File: config.mk
export PLATFORM = sky130hd
export DESIGN_NAME = cdr_regs
export DESIGN_NICKNAME = d
export VERILOG_FILES = /design/src/cdr_pkg.sv /design/src/cdr_regs.sv
export SDC_FILE = /design/constraint.sdc
export NUM_CORES = 1
export LEC_CHECK = 0
export ABC_AREA = 1
export BUFFER_PORTS_ARGS = -buffer_cell sky130_fd_sc_hd__buf_2
export CAP_MARGIN = 20
export CORE_MARGIN = 2
export CORE_UTILIZATION = 36
export DETAILED_ROUTE_END_ITERATION = 7
export MAX_ROUTING_LAYER = met4
export PLACE_DENSITY_LB_ADDON = 0.15
export SLEW_MARGIN = 20
export SYNTH_ARGS = -nofsm -noshare
export SYNTH_HDL_FRONTEND = slang
export SYNTH_SLANG_ARGS = --single-unit
File: constraint.sdc
create_clock -name clk -period 1 [get_ports clk]
set_input_delay 0.3 -clock clk [delete_from_list [all_inputs] [get_ports clk]]
set_output_delay 0.3 -clock clk [all_outputs]
set_load 0.05 [all_outputs]
File: src/cdr_pkg.sv
`timescale 1ns / 1ps
// shared constants, codes and control structs of the character display refresh engine
package cdr_pkg;

	// screen geometry
	localparam int MAX_ROWS    = 4;
	localparam int MAX_COLS    = 32;
	localparam int SCREEN_SIZE = MAX_ROWS * MAX_COLS;
	localparam int ADDR_W      = (SCREEN_SIZE > 1) ? $clog2(SCREEN_SIZE) : 1;
	localparam int COL_W       = (MAX_COLS > 1) ? $clog2(MAX_COLS) : 1;
	localparam int CNT_W       = $clog2(MAX_COLS + 1);

	// field and register widths
	localparam int OP_W    = 2;
	localparam int ROW_W   = 2;
	localparam int COLF_W  = 5;
	localparam int BYTE_W  = 8;
	localparam int RROWS_W = 3;
	localparam int RCOLS_W = 6;
	localparam int GAP_W   = 5;
	localparam int PADDR_W = 4;
	localparam int PDATA_W = 32;

	// register reset values
	localparam logic [RROWS_W-1:0] ROWS_RST = 3'd2;
	localparam logic [RCOLS_W-1:0] COLS_RST = 6'd16;
	localparam logic [GAP_W-1:0]   GAP_RST  = 5'd4;
	localparam logic [GAP_W-1:0]   MIN_GAP  = 5'd2;

	// display bytes
	localparam logic [BYTE_W-1:0] SPACE_CHAR = 8'h20;
	localparam logic [BYTE_W-1:0] CMD_HOME   = 8'h01;
	localparam logic [BYTE_W-1:0] CMD_CURSOR = 8'h11;
	localparam logic [BYTE_W-1:0] CMD_CLEAR  = 8'h0C;

	typedef enum logic [OP_W-1:0] {
		OP_PUT,
		OP_SOFT_CLR,
		OP_FULL_CLR,
		OP_FLUSH
	} op_t;

	typedef enum logic [1:0] {
		REG_ROWS,
		REG_COLS,
		REG_GAP
	} reg_t;

	typedef enum logic [2:0] {
		EM_NONE,
		EM_CLEAR,
		EM_HOME,
		EM_CURSOR,
		EM_COL,
		EM_ROW,
		EM_DATA
	} emit_t;

	typedef struct packed {
		logic [RROWS_W-1:0] rows_used;
		logic [RCOLS_W-1:0] cols_used;
		logic [GAP_W-1:0]   gap_limit;
	} cfg_t;

	// controller to datapath
	typedef struct packed {
		logic  take;
		logic  ld_step;
		logic  scan_init;
		logic  scan_step;
		logic  look_init;
		logic  look_step;
		logic  data_step;
		logic  resume;
		emit_t emit;
	} cmd_t;

	// datapath to controller
	typedef struct packed {
		op_t  req_op;
		logic flush_ok;
		logic out_free;
		logic ld_done;
		logic ld_busy;
		logic c_end;
		logic c_diff;
		logic k_end;
		logic k_diff;
		logic eq_over;
		logic home;
		logic data_end;
	} st_t;

endpackage

File: src/cdr_regs.sv
`timescale 1ns / 1ps
// apb configuration registers
module cdr_regs import cdr_pkg::*; (
	input  logic               clk,
	input  logic               arst_n,
	input  logic               psel,
	input  logic               penable,
	input  logic               pwrite,
	input  logic [PADDR_W-1:0] paddr,
	input  logic [PDATA_W-1:0] pwdata,
	output logic [PDATA_W-1:0] prdata,
	output logic               pready,
	output cfg_t               cfg
);

	reg_t reg_idx;
	logic wr_en;

	assign reg_idx = reg_t'(paddr[PADDR_W-1:2]);
	assign wr_en   = psel && penable && pwrite;
	assign pready  = 1'b1;

	always_ff @(posedge clk or negedge arst_n) begin
		if (!arst_n) begin
			cfg.rows_used <= ROWS_RST;
			cfg.cols_used <= COLS_RST;
			cfg.gap_limit <= GAP_RST;
		end else if (wr_en) begin
			case (reg_idx)
				REG_ROWS: cfg.rows_used <= pwdata[RROWS_W-1:0];
				REG_COLS: cfg.cols_used <= pwdata[RCOLS_W-1:0];
				REG_GAP:  cfg.gap_limit <= pwdata[GAP_W-1:0];
				default: ;
			endcase
		end
	end

	always_comb begin
		case (reg_idx)
			REG_ROWS: prdata = PDATA_W'(cfg.rows_used);
			REG_COLS: prdata = PDATA_W'(cfg.cols_used);
			REG_GAP:  prdata = PDATA_W'(cfg.gap_limit);
			default:  prdata = '0;
		endcase
	end

endmodule

==> tab_implementation.tex, run 1 <==
\begin{tabular}{lr}
\hline
Metric & Value \\
\hline
\multicolumn{2}{l}{\textbf{Run status}} \\
Outcome & complete, but fails checks \\
Violated checks & negative setup slack \\
\multicolumn{2}{l}{\textbf{Place}} \\
DP HPWL & 1670 um \\
Area post-placement & 0.00118 mm\^{}2 \\
Number of input and output port buffers inserted & 32 \\
Routability congestion estimate from global placement & 0.780 \\
Worst slack at placement & -455 ps \\
\multicolumn{2}{l}{\textbf{Final layout}} \\
Register name with the most flops & cfg \\
Signed area change from the synthesized netlist to the final layout & 63.4\% \\
Multi-input gate area & 517 um\^{}2 \\
Sequential Area & 368 um\^{}2 \\
Final Net Count & 216 \\
Antenna Diode Count & 0 \\
Most common cell after layout, fill and taps aside & sky130\_fd\_sc\_hd\_\_nand2\_1 \\
Biggest regs & cfg (14) \\
Filler cells & 219 \\
Total non-filler cell area in the finished layout & 0.00149 mm\^{}2 \\
Layout cells sized above 1 & 0.546 \\
Most used cells in the layout excluding fill and tap cells & sky130\_fd\_sc\_hd\_\_nand2\_1 (49), sky130\_fd\_sc\_hd\_\_conb\_1 (27), sky130\_fd\_sc\_hd\_\_buf\_6 (15) \\
Largest register FFs & 14 \\
\multicolumn{2}{l}{\textbf{Critical path}} \\
Worst path required time & 700 ps \\
Element type at the critical path start & flop \\
Highest fanout seen on the critical path & 3 \\
Worst Path Arrival & 1140 ps \\
Startpoint of the worst-slack reg-to-reg timing path & cfg[4]\$\_DFFE\_PN0P\_ \\
Reg-to-reg setup timing slack & 150 ps \\
Setup crit end kind & output pin \\
Cell depth of the worst flop-to-flop path & 4 \\
Crit path kind & flop to output pin \\
Endpoint of the most critical register-to-register path & cfg[4]\$\_DFFE\_PN0P\_ \\
\multicolumn{2}{l}{\textbf{Timing}} \\
Clock skew & 0 ps \\
Setup repair after global routing missed its margin & true \\
Final period util & 1.44 \\
Final worst hold slack & 212 ps \\
Setup ws final & -444 ps \\
F\_max & 693 MHz \\
\# setup viols final & 20 \\
Total negative slack for setup checks & -5840 ps \\
Final hold violation count & 0 \\
Minimum clock period after layout & 1440 ps \\
Final Max Slew Viols & 0 \\
\multicolumn{2}{l}{\textbf{Die}} \\
Full die area & 0.00295 mm\^{}2 \\
IO Count & 88 \\
Die height & 54.3 um \\
Initial Util & 0.375 \\
Chip Width & 54.3 um \\
Rows & 18 \\
Floorplan Core Area & 0.00243 mm\^{}2 \\
\multicolumn{2}{l}{\textbf{Clock network}} \\
TritonCTS clock tree & yes \\
CTS buffer count & 3 \\
Maximum count of clock buffers along a single path & 2 \\
Clk slew on worst S/H paths & 90 ps \\
Depth of the CTS H-tree & 1 \\
Clock tree sinks & 14 \\
Clock latency reported for the late side of the worst-skew pair & 280 ps \\
Clock tree root buffer cell & sky130\_fd\_sc\_hd\_\_clkbuf\_4 \\
\multicolumn{2}{l}{\textbf{Route}} \\
DR vias & 862 \\
ANT nets after route & 0 \\
Detail-routed via count per cell & 4.23 \\
Iteration-0 DRC count of the detailed router & 3 \\
Remaining DRCs & 0 \\
Total wire length after detailed routing & 2270 um \\
Routed wire length per instance & 11.1 um \\
TritonRoute pass-1 iters & 2 \\
\multicolumn{2}{l}{\textbf{Logic synthesis}} \\
Share of synthesized area occupied by flip-flops and latches & 0.388 \\
Mapped Cells & 123 \\
Combined area of all synthesized cells & 912 um\^{}2 \\
Count of warnings emitted by yosys & 0 \\
Number of library cell types mapped by synthesis & 14 \\
Average instance area after synthesis & 7.42 um\^{}2 \\
Register bit total from synthesis & 14 \\
\multicolumn{2}{l}{\textbf{Pwr}} \\
Pleak & 0.809 nW \\
Pwr dens & 2000 mW/mm\^{}2 \\
Peak VDD IR & 1.21 mV \\
\multicolumn{2}{l}{\textbf{Global routing}} \\
Pin count of the biggest net entering global routing & 15 \\
GRT Overall Usage & 0.178 \\
Residual overflow from global routing & 0 \\
Via count of the first global-routing pass & 798 \\
Global-route wire length before repair & 3570 um \\
Initial antenna violation count & 0 \\
\multicolumn{2}{l}{\textbf{Min path}} \\
Kind of path behind the tightest hold check & input pin to flop \\
Hold Path Stages & 3 \\
Worst hold endpoint & cfg[9]\$\_DFFE\_PN1P\_ \\
HP Start & pwdata[4] \\
\multicolumn{2}{l}{\textbf{Flow run}} \\
Maxcap violations & 0 \\
\hline
\end{tabular}
stage by stage:
| stage | utilization | cells | power (mW) |
|---|---|---|---|
| 6_report | 0.613 | 204 | 2.98 |
| 4_1_cts | 0.593 | 200 | 2.90 |
| 3_5_place_dp | 0.487 | 193 | 2.11 |
| 3_3_place_gp | 0.487 | 193 | 2.09 |
| 5_1_grt | 0.613 | 204 | 3.12 |
| 2_1_floorplan | - | 148 | 1.87 |
critical path, stage by stage (launching register included):
cell	delay [ps]
sky130_fd_sc_hd__dfstp_2	580
sky130_fd_sc_hd__nand2_2	80
sky130_fd_sc_hd__nand2_4	70
sky130_fd_sc_hd__buf_8	140
Yosys cell counts (all sizes together):
master | n | area share
dfrtp | 11 | 0.30
conb | 2 | 0.0082
buf | 27 | 0.22
nor2 | 6 | 0.044
nand3 | 4 | 0.027
inv | 6 | 0.025
dfstp | 3 | 0.086
nand2 | 64 | 0.29
area by class of cell:
type | count | share of cell area
Clock buffer | 4 | 0.0243
Multi-Input combinational cell | 101 | 0.347
Sequential cell | 14 | 0.247
Timing Repair Buffer | 49 | 0.337
Tap cell | 30 | 0.0252
Inverter | 6 | 0.0202
power by group:
part / internal (mW) / switching (mW)
registers: 0.718 / 0.111
clock network: 0.222 / 0.199
logic: 0.654 / 1.07
logic make-up (layout without fill, tap and decap cells):
kind of cell           count (synthesis)  in the layout  synth area share
buffers and inverters                 33             59             0.247
and+or+nand+nor                       74             74             0.357
other                                  2             27           0.00823
DFF                                   14             14             0.388
worst max-delay path by stage:
stage / slack [ps] / depth (start not counted) / startpoint / end
after detailed placement: -450 / 5 / paddr[3] / prdata[2]
final: -440 / 3 / cfg[9]$_DFFE_PN1P_ / prdata[4]
after CTS: -440 / 3 / cfg[12]$_DFFE_PN1P_ / prdata[1]
after global routing: -490 / 3 / cfg[2]$_DFFE_PN1P_ / prdata[2]
after global placement: -420 / 7 / paddr[2] / prdata[1]
after floorplan: -240 / 2 / cfg[12]$_DFFE_PN1P_ / prdata[1]
layer usage:
layer  GRT usage  vias to the layer above  share of wire  wire length, um
met5           -                        -              0                0
met4      0.0917                        0          0.013               29
met3      0.0273                        5          0.045              102
met2       0.305                       33           0.56             1280
met1       0.199                      405           0.38              857
li1            -                      419              -                -
timing repair:
| action | 4_1_cts | 5_1_grt |
|---|---|---|
| gates resized for setup | 61 | 6 |
| setup endpoints to repair | 20 | 20 |
| buffers inserted | 2 | 4 |
| cloned | 0 | 0 |
| hold buffers | 1 | 0 |
| endpoints found under the hold margin | 11 | 0 |
| pin swaps | 5 | 0 |
(Power assumes the default switching activity.)
==> run 2: changes to the inputs <==
CORE_UTILIZATION = 38   (was 36)
clock period = 1.75 ns   (was 1 ns; I/O delays follow)
==> run 2 against run 1 <==
Compared with the run above: the flow now finishes without violations; register-to-register slack gained 890 ps; total power down 54%; design area shrank 23%; core utilization decreased by 9.9 points; clock power decreased by 44%; clock-buffer cell count is the same; via count is 8.2% lower; sequential share of layout area grew 6.2 points; non-clock buffer count fell by 12; largest power group unchanged; sequential cell count is the same; wire length down 19%; worst hold slack worse by 96 ps; critical endpoint is now prdata[5].
==> tab_implementation.tex, run 2 (same netlist as run 1, synthesis figures left out) <==
\begin{tabular}{lr}
\hline
Metric & Value \\
\hline
\multicolumn{2}{l}{\textbf{Final layout}} \\
Biggest regs & cfg (14) \\
Register name with the most flops & cfg \\
Final Net Count & 204 (-5.6\%) \\
Layout cells sized above 1 & 0.389 (-0.157) \\
Antenna Diode Count & 0 (unchanged) \\
Most used cells in the layout excluding fill and tap cells & sky130\_fd\_sc\_hd\_\_nand2\_1 (57), sky130\_fd\_sc\_hd\_\_conb\_1 (27), sky130\_fd\_sc\_hd\_\_buf\_2 (26) \\
Signed area change from the synthesized netlist to the final layout & 25.8\% \\
Largest register FFs & 14 (unchanged) \\
Most common cell after layout, fill and taps aside & sky130\_fd\_sc\_hd\_\_nand2\_1 \\
Layout Cells excl Fill & 190 (-6.9\%) \\
\multicolumn{2}{l}{\textbf{Timing}} \\
Final Max Slew Viols & 0 (unchanged) \\
\# setup viols final & 0 (-100\%) \\
Clock skew & 0 ps (unchanged) \\
Setup ws final & 40.2 ps (+484 ps) \\
Minimum clock period after layout & 1710 ps \\
Total negative slack for setup checks & 0 ps (+5840 ps) \\
Final period util & 0.977 \\
F\_max & 585 MHz \\
Final hold violation count & 0 (unchanged) \\
Setup repair after global routing missed its margin & true \\
\multicolumn{2}{l}{\textbf{Route}} \\
ANT nets after route & 0 (unchanged) \\
Iteration-0 DRC count of the detailed router & 5 (+2) \\
DR vias & 791 (-8.2\%) \\
TritonRoute pass-1 iters & 4 (+2) \\
Routed wire length per instance & 9.71 um (-13\%) \\
Remaining DRCs & 0 (unchanged) \\
Total wire length after detailed routing & 1850 um (-19\%) \\
Detail-routed via count per cell & 4.16 (-1.5\%) \\
\multicolumn{2}{l}{\textbf{Critical path}} \\
Crit path kind & input pin to output pin \\
Element type at the critical path start & input pin \\
Highest fanout seen on the critical path & 3 (unchanged) \\
Worst Path Arrival & 1180 ps (+40 ps) \\
Reg-to-reg setup timing slack & 1040 ps (+890 ps) \\
Slowest cell delay on critical path & 190 ps (-390 ps) \\
Cell occurring most often along the worst timing path & sky130\_fd\_sc\_hd\_\_buf\_4 \\
Slowest cell on the critical path & sky130\_fd\_sc\_hd\_\_buf\_4 \\
Crit path buf inv count & 4 (+3) \\
Worst path required time & 1220 ps (+520 ps) \\
Setup crit end kind & output pin \\
Cell chain of the critical path & buf\_2, inv\_2, nand2\_2, buf\_4, nor2\_2, buf\_4 \\
Kind of cell adding the most delay to the critical path & buffers and inverters \\
\multicolumn{2}{l}{\textbf{Die}} \\
Rows & 17 (-1) \\
Initial Util & 0.408 (+0.0334) \\
Full die area & 0.00281 mm\^{}2 (-4.9\%) \\
Chip Width & 53.0 um (-2.5\%) \\
IO Count & 88 (unchanged) \\
Floorplan Core Area & 0.00223 mm\^{}2 (-8.2\%) \\
Die height & 53.0 um (-2.5\%) \\
\multicolumn{2}{l}{\textbf{Place}} \\
DP HPWL & 1520 um (-8.7\%) \\
Routability congestion estimate from global placement & 0.745 (-4.5\%) \\
Number of input and output port buffers inserted & 32 (unchanged) \\
Worst slack at placement & -78.7 ps (+376 ps) \\
Placed Cells & 185 (-4.1\%) \\
\multicolumn{2}{l}{\textbf{Global routing}} \\
Residual overflow from global routing & 0 (unchanged) \\
Initial antenna violation count & 0 (unchanged) \\
GRT Overall Usage & 0.148 (-0.0300) \\
Pin count of the biggest net entering global routing & 15 (unchanged) \\
Global-route wire length before repair & 2880 um (-19\%) \\
Via count of the first global-routing pass & 662 (-17\%) \\
\multicolumn{2}{l}{\textbf{Pwr}} \\
Pwr dens & 1210 mW/mm\^{}2 (-40\%) \\
Peak VDD IR & 0.675 mV (-44\%) \\
Pleak & 0.706 nW (-13\%) \\
\multicolumn{2}{l}{\textbf{Clock network}} \\
Clk slew on worst S/H paths & 90 ps (about the same) \\
CTS buffer count & 3 (unchanged) \\
Maximum count of clock buffers along a single path & 2 (unchanged) \\
TritonCTS clock tree & yes \\
Clock tree sinks & 14 (unchanged) \\
Depth of the CTS H-tree & 1 (unchanged) \\
Clock latency reported for the late side of the worst-skew pair & 280 ps (about the same) \\
Clock tree root buffer cell & sky130\_fd\_sc\_hd\_\_clkbuf\_4 \\
\multicolumn{2}{l}{\textbf{Run status}} \\
Outcome & completed \\
\multicolumn{2}{l}{\textbf{Min path}} \\
Kind of path behind the tightest hold check & input pin to asynchronous set/reset pin \\
\multicolumn{2}{l}{\textbf{Flow run}} \\
Maxcap violations & 0 (unchanged) \\
\hline
\end{tabular}
run 2: changes by cell type in the layout (fill, tap and decap cells not counted), moves of 3 or more:
| cell | delta |
|---|---|
| sky130_fd_sc_hd__buf_2 | +14 |
| sky130_fd_sc_hd__buf_6 | -13 |
| sky130_fd_sc_hd__buf_8 | -11 |
| sky130_fd_sc_hd__dfrtp_1 | +11 |
| sky130_fd_sc_hd__dfrtp_2 | -11 |
| sky130_fd_sc_hd__nand2_1 | +8 |
| sky130_fd_sc_hd__nand2_2 | -5 |
| sky130_fd_sc_hd__nand2_4 | -3 |
| sky130_fd_sc_hd__nand3_2 | +3 |
| sky130_fd_sc_hd__nand3_4 | -3 |
run 2: worst paths after layout:
kind                                      from                   to  depth (start not counted)
setup / recovery                      paddr[3]            prdata[5]                          6
hold reg to reg            cfg[12]$_DFFE_PN1P_  cfg[12]$_DFFE_PN1P_                          2
min in group clk                     pwdata[5]  cfg[10]$_DFFE_PN0P_                          3
setup reg to reg            cfg[9]$_DFFE_PN1P_   cfg[9]$_DFFE_PN1P_                          2
hold / removal                          arst_n   cfg[0]$_DFFE_PN0P_                          1
max in group asynchronous               arst_n   cfg[9]$_DFFE_PN1P_                          1
run 2: timing repair:
item                                    4_1_cts  5_1_grt
pin swaps                                     0        2
endpoints found under the setup margin        6        5
hold buffers                                  0        0
setup buffers                                 0        1
resized for setup                            11       10
run 2: cell type report:
cell class,instances,area (um^2)
timing repair buffer,37,243
fill,240,1090
sequential,14,354
tap,28,35.0
multi-input combinational,101,452
clock buffer,4,36.3
inverter,6,27.5
run 2: routing by layer:
metal	vias to the layer above	wire length [um]	global-route usage
met2	43	900	0.217
met4	0	17	0.0769
met5	-	0	-
met1	352	756	0.200
li1	392	-	-
met3	4	172	0.0198
run 2: power breakdown:
group	internal, mW	leakage (nW)	total [mW]	switching (mW)
Clock	0.127	0.0210	0.234	0.108
Combinational	0.149	0.514	0.698	0.550
Sequential	0.400	0.171	0.451	0.0511
run 2: stage by stage:
step	total power [mW]	utilization	hold WS (ps)	instance area (um^2)
2_1_floorplan	1.02	-	229	1020
3_3_place_gp	1.11	0.468	435	1050
3_5_place_dp	1.12	0.468	441	1050
4_1_cts	1.38	0.500	126	1120
5_1_grt	1.45	0.514	146	1150
6_report	1.38	0.514	116	1150
run 2: worst register-to-register path, delay by kind of cell (launching register included):
kind          cells  cell delay (ps)
simple gates      2              100
flops             1              550
==> run 3: changes to the inputs <==
CORE_ASPECT_RATIO = 0.75   (was default)
CORE_UTILIZATION = 40   (was 38)
CTS_BUF_LIST = sky130_fd_sc_hd__clkbuf_8   (was default)
==> run 3 against run 2 <==
Compared with the run above: worst hold slack gained 42 ps; non-clock buffer count down 2; setup slack better by 14 ps; critical endpoint is now prdata[2]; largest cell class unchanged.
==> tab_implementation.tex, run 3 (same netlist as run 1, synthesis figures left out) <==
\begin{tabular}{lr}
\hline
Metric & Value \\
\hline
\multicolumn{2}{l}{\textbf{Route}} \\
TritonRoute pass-1 iters & 4 (unchanged) \\
DR vias & 764 (-3.4\%) \\
Routed wire length per instance & 10.4 um (+6.6\%) \\
Met3 layer wire length in the routed design & 127 um (-26\%) \\
Iteration-0 DRC count of the detailed router & 19 (+14) \\
Highest signal layer in the routed design & met4 \\
ANT nets after route & 0 (unchanged) \\
Total wire length after detailed routing & 1910 um (+3.3\%) \\
Total length of routed met2 wires & 859 um (-4.6\%) \\
Detailed-route wire length on metal 1 & 902 um (+19\%) \\
Detail-routed via count per cell & 4.15 (-0.26\%) \\
Remaining DRCs & 0 (unchanged) \\
\multicolumn{2}{l}{\textbf{Flow run}} \\
Maxcap violations & 0 (unchanged) \\
\multicolumn{2}{l}{\textbf{Critical path}} \\
Crit path kind & input pin to output pin \\
Slowest cell on the critical path & sky130\_fd\_sc\_hd\_\_buf\_8 \\
Worst path required time & 1220 ps (about the same) \\
Kind of cell adding the most delay to the critical path & buffers and inverters \\
Highest fanout seen on the critical path & 6 (+3) \\
Slowest cell delay on critical path & 140 ps (-50 ps) \\
Crit path buf inv count & 4 (unchanged) \\
Element type at the critical path start & input pin \\
Worst Path Arrival & 1170 ps (about the same) \\
Setup crit end kind & output pin \\
Cell chain of the critical path & buf\_2, inv\_2, nand2\_2, inv\_4, nand2\_1, nand3\_2, buf\_8 \\
\multicolumn{2}{l}{\textbf{Die}} \\
Full die area & 0.00268 mm\^{}2 (-4.5\%) \\
Rows & 14 (-3) \\
Floorplan Core Area & 0.00208 mm\^{}2 (-6.7\%) \\
Initial Util & 0.438 (+0.0292) \\
Chip Width & 59.1 um (+12\%) \\
Die height & 45.4 um (-14\%) \\
IO Count & 88 (unchanged) \\
\multicolumn{2}{l}{\textbf{Final layout}} \\
Most common cell after layout, fill and taps aside & sky130\_fd\_sc\_hd\_\_nand2\_1 \\
Most used cells in the layout excluding fill and tap cells & sky130\_fd\_sc\_hd\_\_nand2\_1 (56), sky130\_fd\_sc\_hd\_\_conb\_1 (27), sky130\_fd\_sc\_hd\_\_buf\_2 (26) \\
Final Net Count & 202 (-0.98\%) \\
Filler cells & 206 (-14\%) \\
Signed area change from the synthesized netlist to the final layout & 26.9\% \\
Layout cells sized above 1 & 0.388 (-0.00139) \\
Antenna Diode Count & 0 (unchanged) \\
Fin util & 0.555 (+0.0415) \\
Biggest regs & cfg (14) \\
Register name with the most flops & cfg \\
Layout Cells excl Fill & 184 (-3.2\%) \\
Total non-filler cell area in the finished layout & 0.00116 mm\^{}2 (+0.87\%) \\
Largest register FFs & 14 (unchanged) \\
\multicolumn{2}{l}{\textbf{Pwr}} \\
PnR Total Power & 1.47 mW (+6.4\%) \\
Pwr dens & 1270 mW/mm\^{}2 (+5.5\%) \\
Pleak & 0.706 nW (about the same) \\
Peak VDD IR & 0.620 mV (-8.3\%) \\
\multicolumn{2}{l}{\textbf{Clock network}} \\
Post-CTS Hold Buffers & 0 (unchanged) \\
Clock tree root buffer cell & sky130\_fd\_sc\_hd\_\_clkbuf\_8 \\
Clock tree sinks & 14 (unchanged) \\
TritonCTS clock tree & yes \\
Depth of the CTS H-tree & 1 (unchanged) \\
Post-CTS setup repair buffer count & 0 (unchanged) \\
Clk slew on worst S/H paths & 60 ps (-30 ps) \\
CTS buffer count & 3 (unchanged) \\
Clock latency reported for the late side of the worst-skew pair & 250 ps (-30 ps) \\
Maximum count of clock buffers along a single path & 2 (unchanged) \\
\multicolumn{2}{l}{\textbf{Place}} \\
Routability congestion estimate from global placement & 0.865 (+16\%) \\
Area post-placement & 0.00103 mm\^{}2 (-1.2\%) \\
DP HPWL & 1540 um (+1.0\%) \\
Worst slack at placement & -90.5 ps (-11.8 ps) \\
Number of input and output port buffers inserted & 32 (unchanged) \\
Placed Cells & 180 (-2.7\%) \\
\multicolumn{2}{l}{\textbf{Timing}} \\
F\_max & 590 MHz (+0.84\%) \\
Total negative slack for setup checks & 0 ps (unchanged) \\
Final worst hold slack & 159 ps (+42.3 ps) \\
Clock skew & 0 ps (unchanged) \\
Final Max Slew Viols & 0 (unchanged) \\
Setup repair after global routing missed its margin & false \\
Final hold violation count & 0 (unchanged) \\
Setup ws final & 54.4 ps (+14.3 ps) \\
\# setup viols final & 0 (unchanged) \\
Minimum clock period after layout & 1700 ps (-14.3 ps) \\
Final period util & 0.969 (-0.00815) \\
\multicolumn{2}{l}{\textbf{Global routing}} \\
Residual overflow from global routing & 0 (unchanged) \\
Pin count of the biggest net entering global routing & 15 (unchanged) \\
GRT Overall Usage & 0.161 (+0.0127) \\
Global-route wire length before repair & 3030 um (+5.3\%) \\
Via count of the first global-routing pass & 643 (-2.9\%) \\
Initial antenna violation count & 0 (unchanged) \\
\multicolumn{2}{l}{\textbf{Min path}} \\
Kind of path behind the tightest hold check & input pin to asynchronous set/reset pin \\
\multicolumn{2}{l}{\textbf{Run status}} \\
Outcome & completed \\
\hline
\end{tabular}
==> run 3: cell count changes in the layout (fill, tap and decap cells not counted), sizes merged <==
cell  before  now
buf       37   35
==> run 3: path summary, 6_finish.rpt <==
path / from / to / slack, ps / cells after the start
min in group clk: cfg[12]$_DFFE_PN1P_ / cfg[12]$_DFFE_PN1P_ / 470 / 2
worst min-delay path: arst_n / cfg[13]$_DFFE_PN0P_ / 160 / 1
worst max register to register: cfg[2]$_DFFE_PN1P_ / cfg[2]$_DFFE_PN1P_ / 1050 / 2
worst max-delay path: paddr[3] / prdata[2] / 50 / 7
max in group asynchronous: arst_n / cfg[9]$_DFFE_PN1P_ / 1300 / 1
worst min register to register: cfg[12]$_DFFE_PN1P_ / cfg[12]$_DFFE_PN1P_ / 470 / 2
==> run 3: layout make-up <==
cell class | instances | area [um^2] | area share
Tap cell | 24 | 30.0 | 0.0259
Inverter | 6 | 27.5 | 0.0238
Multi-Input combinational cell | 101 | 459 | 0.397
Timing Repair Buffer | 35 | 231 | 0.200
Sequential cell | 14 | 354 | 0.306
Clock buffer | 4 | 55.1 | 0.0476
==> run 3: metal layers <==
| metal | GRT usage | vias up |
|---|---|---|
| met3 | 0.0516 | 3 |
| met2 | 0.240 | 37 |
| met1 | 0.212 | 337 |
| met4 | 0.0409 | 0 |
| met5 | - | - |
| li1 | - | 387 |
==> run 3: power breakdown <==
| group | switching (mW) | internal, mW |
|---|---|---|
| clock | 0.118 | 0.199 |
| combinational | 0.555 | 0.148 |
| sequential | 0.0512 | 0.401 |
==> run 3: timing repair <==
item,CTS,global route
pin swaps,0,0
resized for setup,11,13
endpoints found under the hold margin,0,0
gates cloned,0,0
endpoints found under the setup margin,6,6
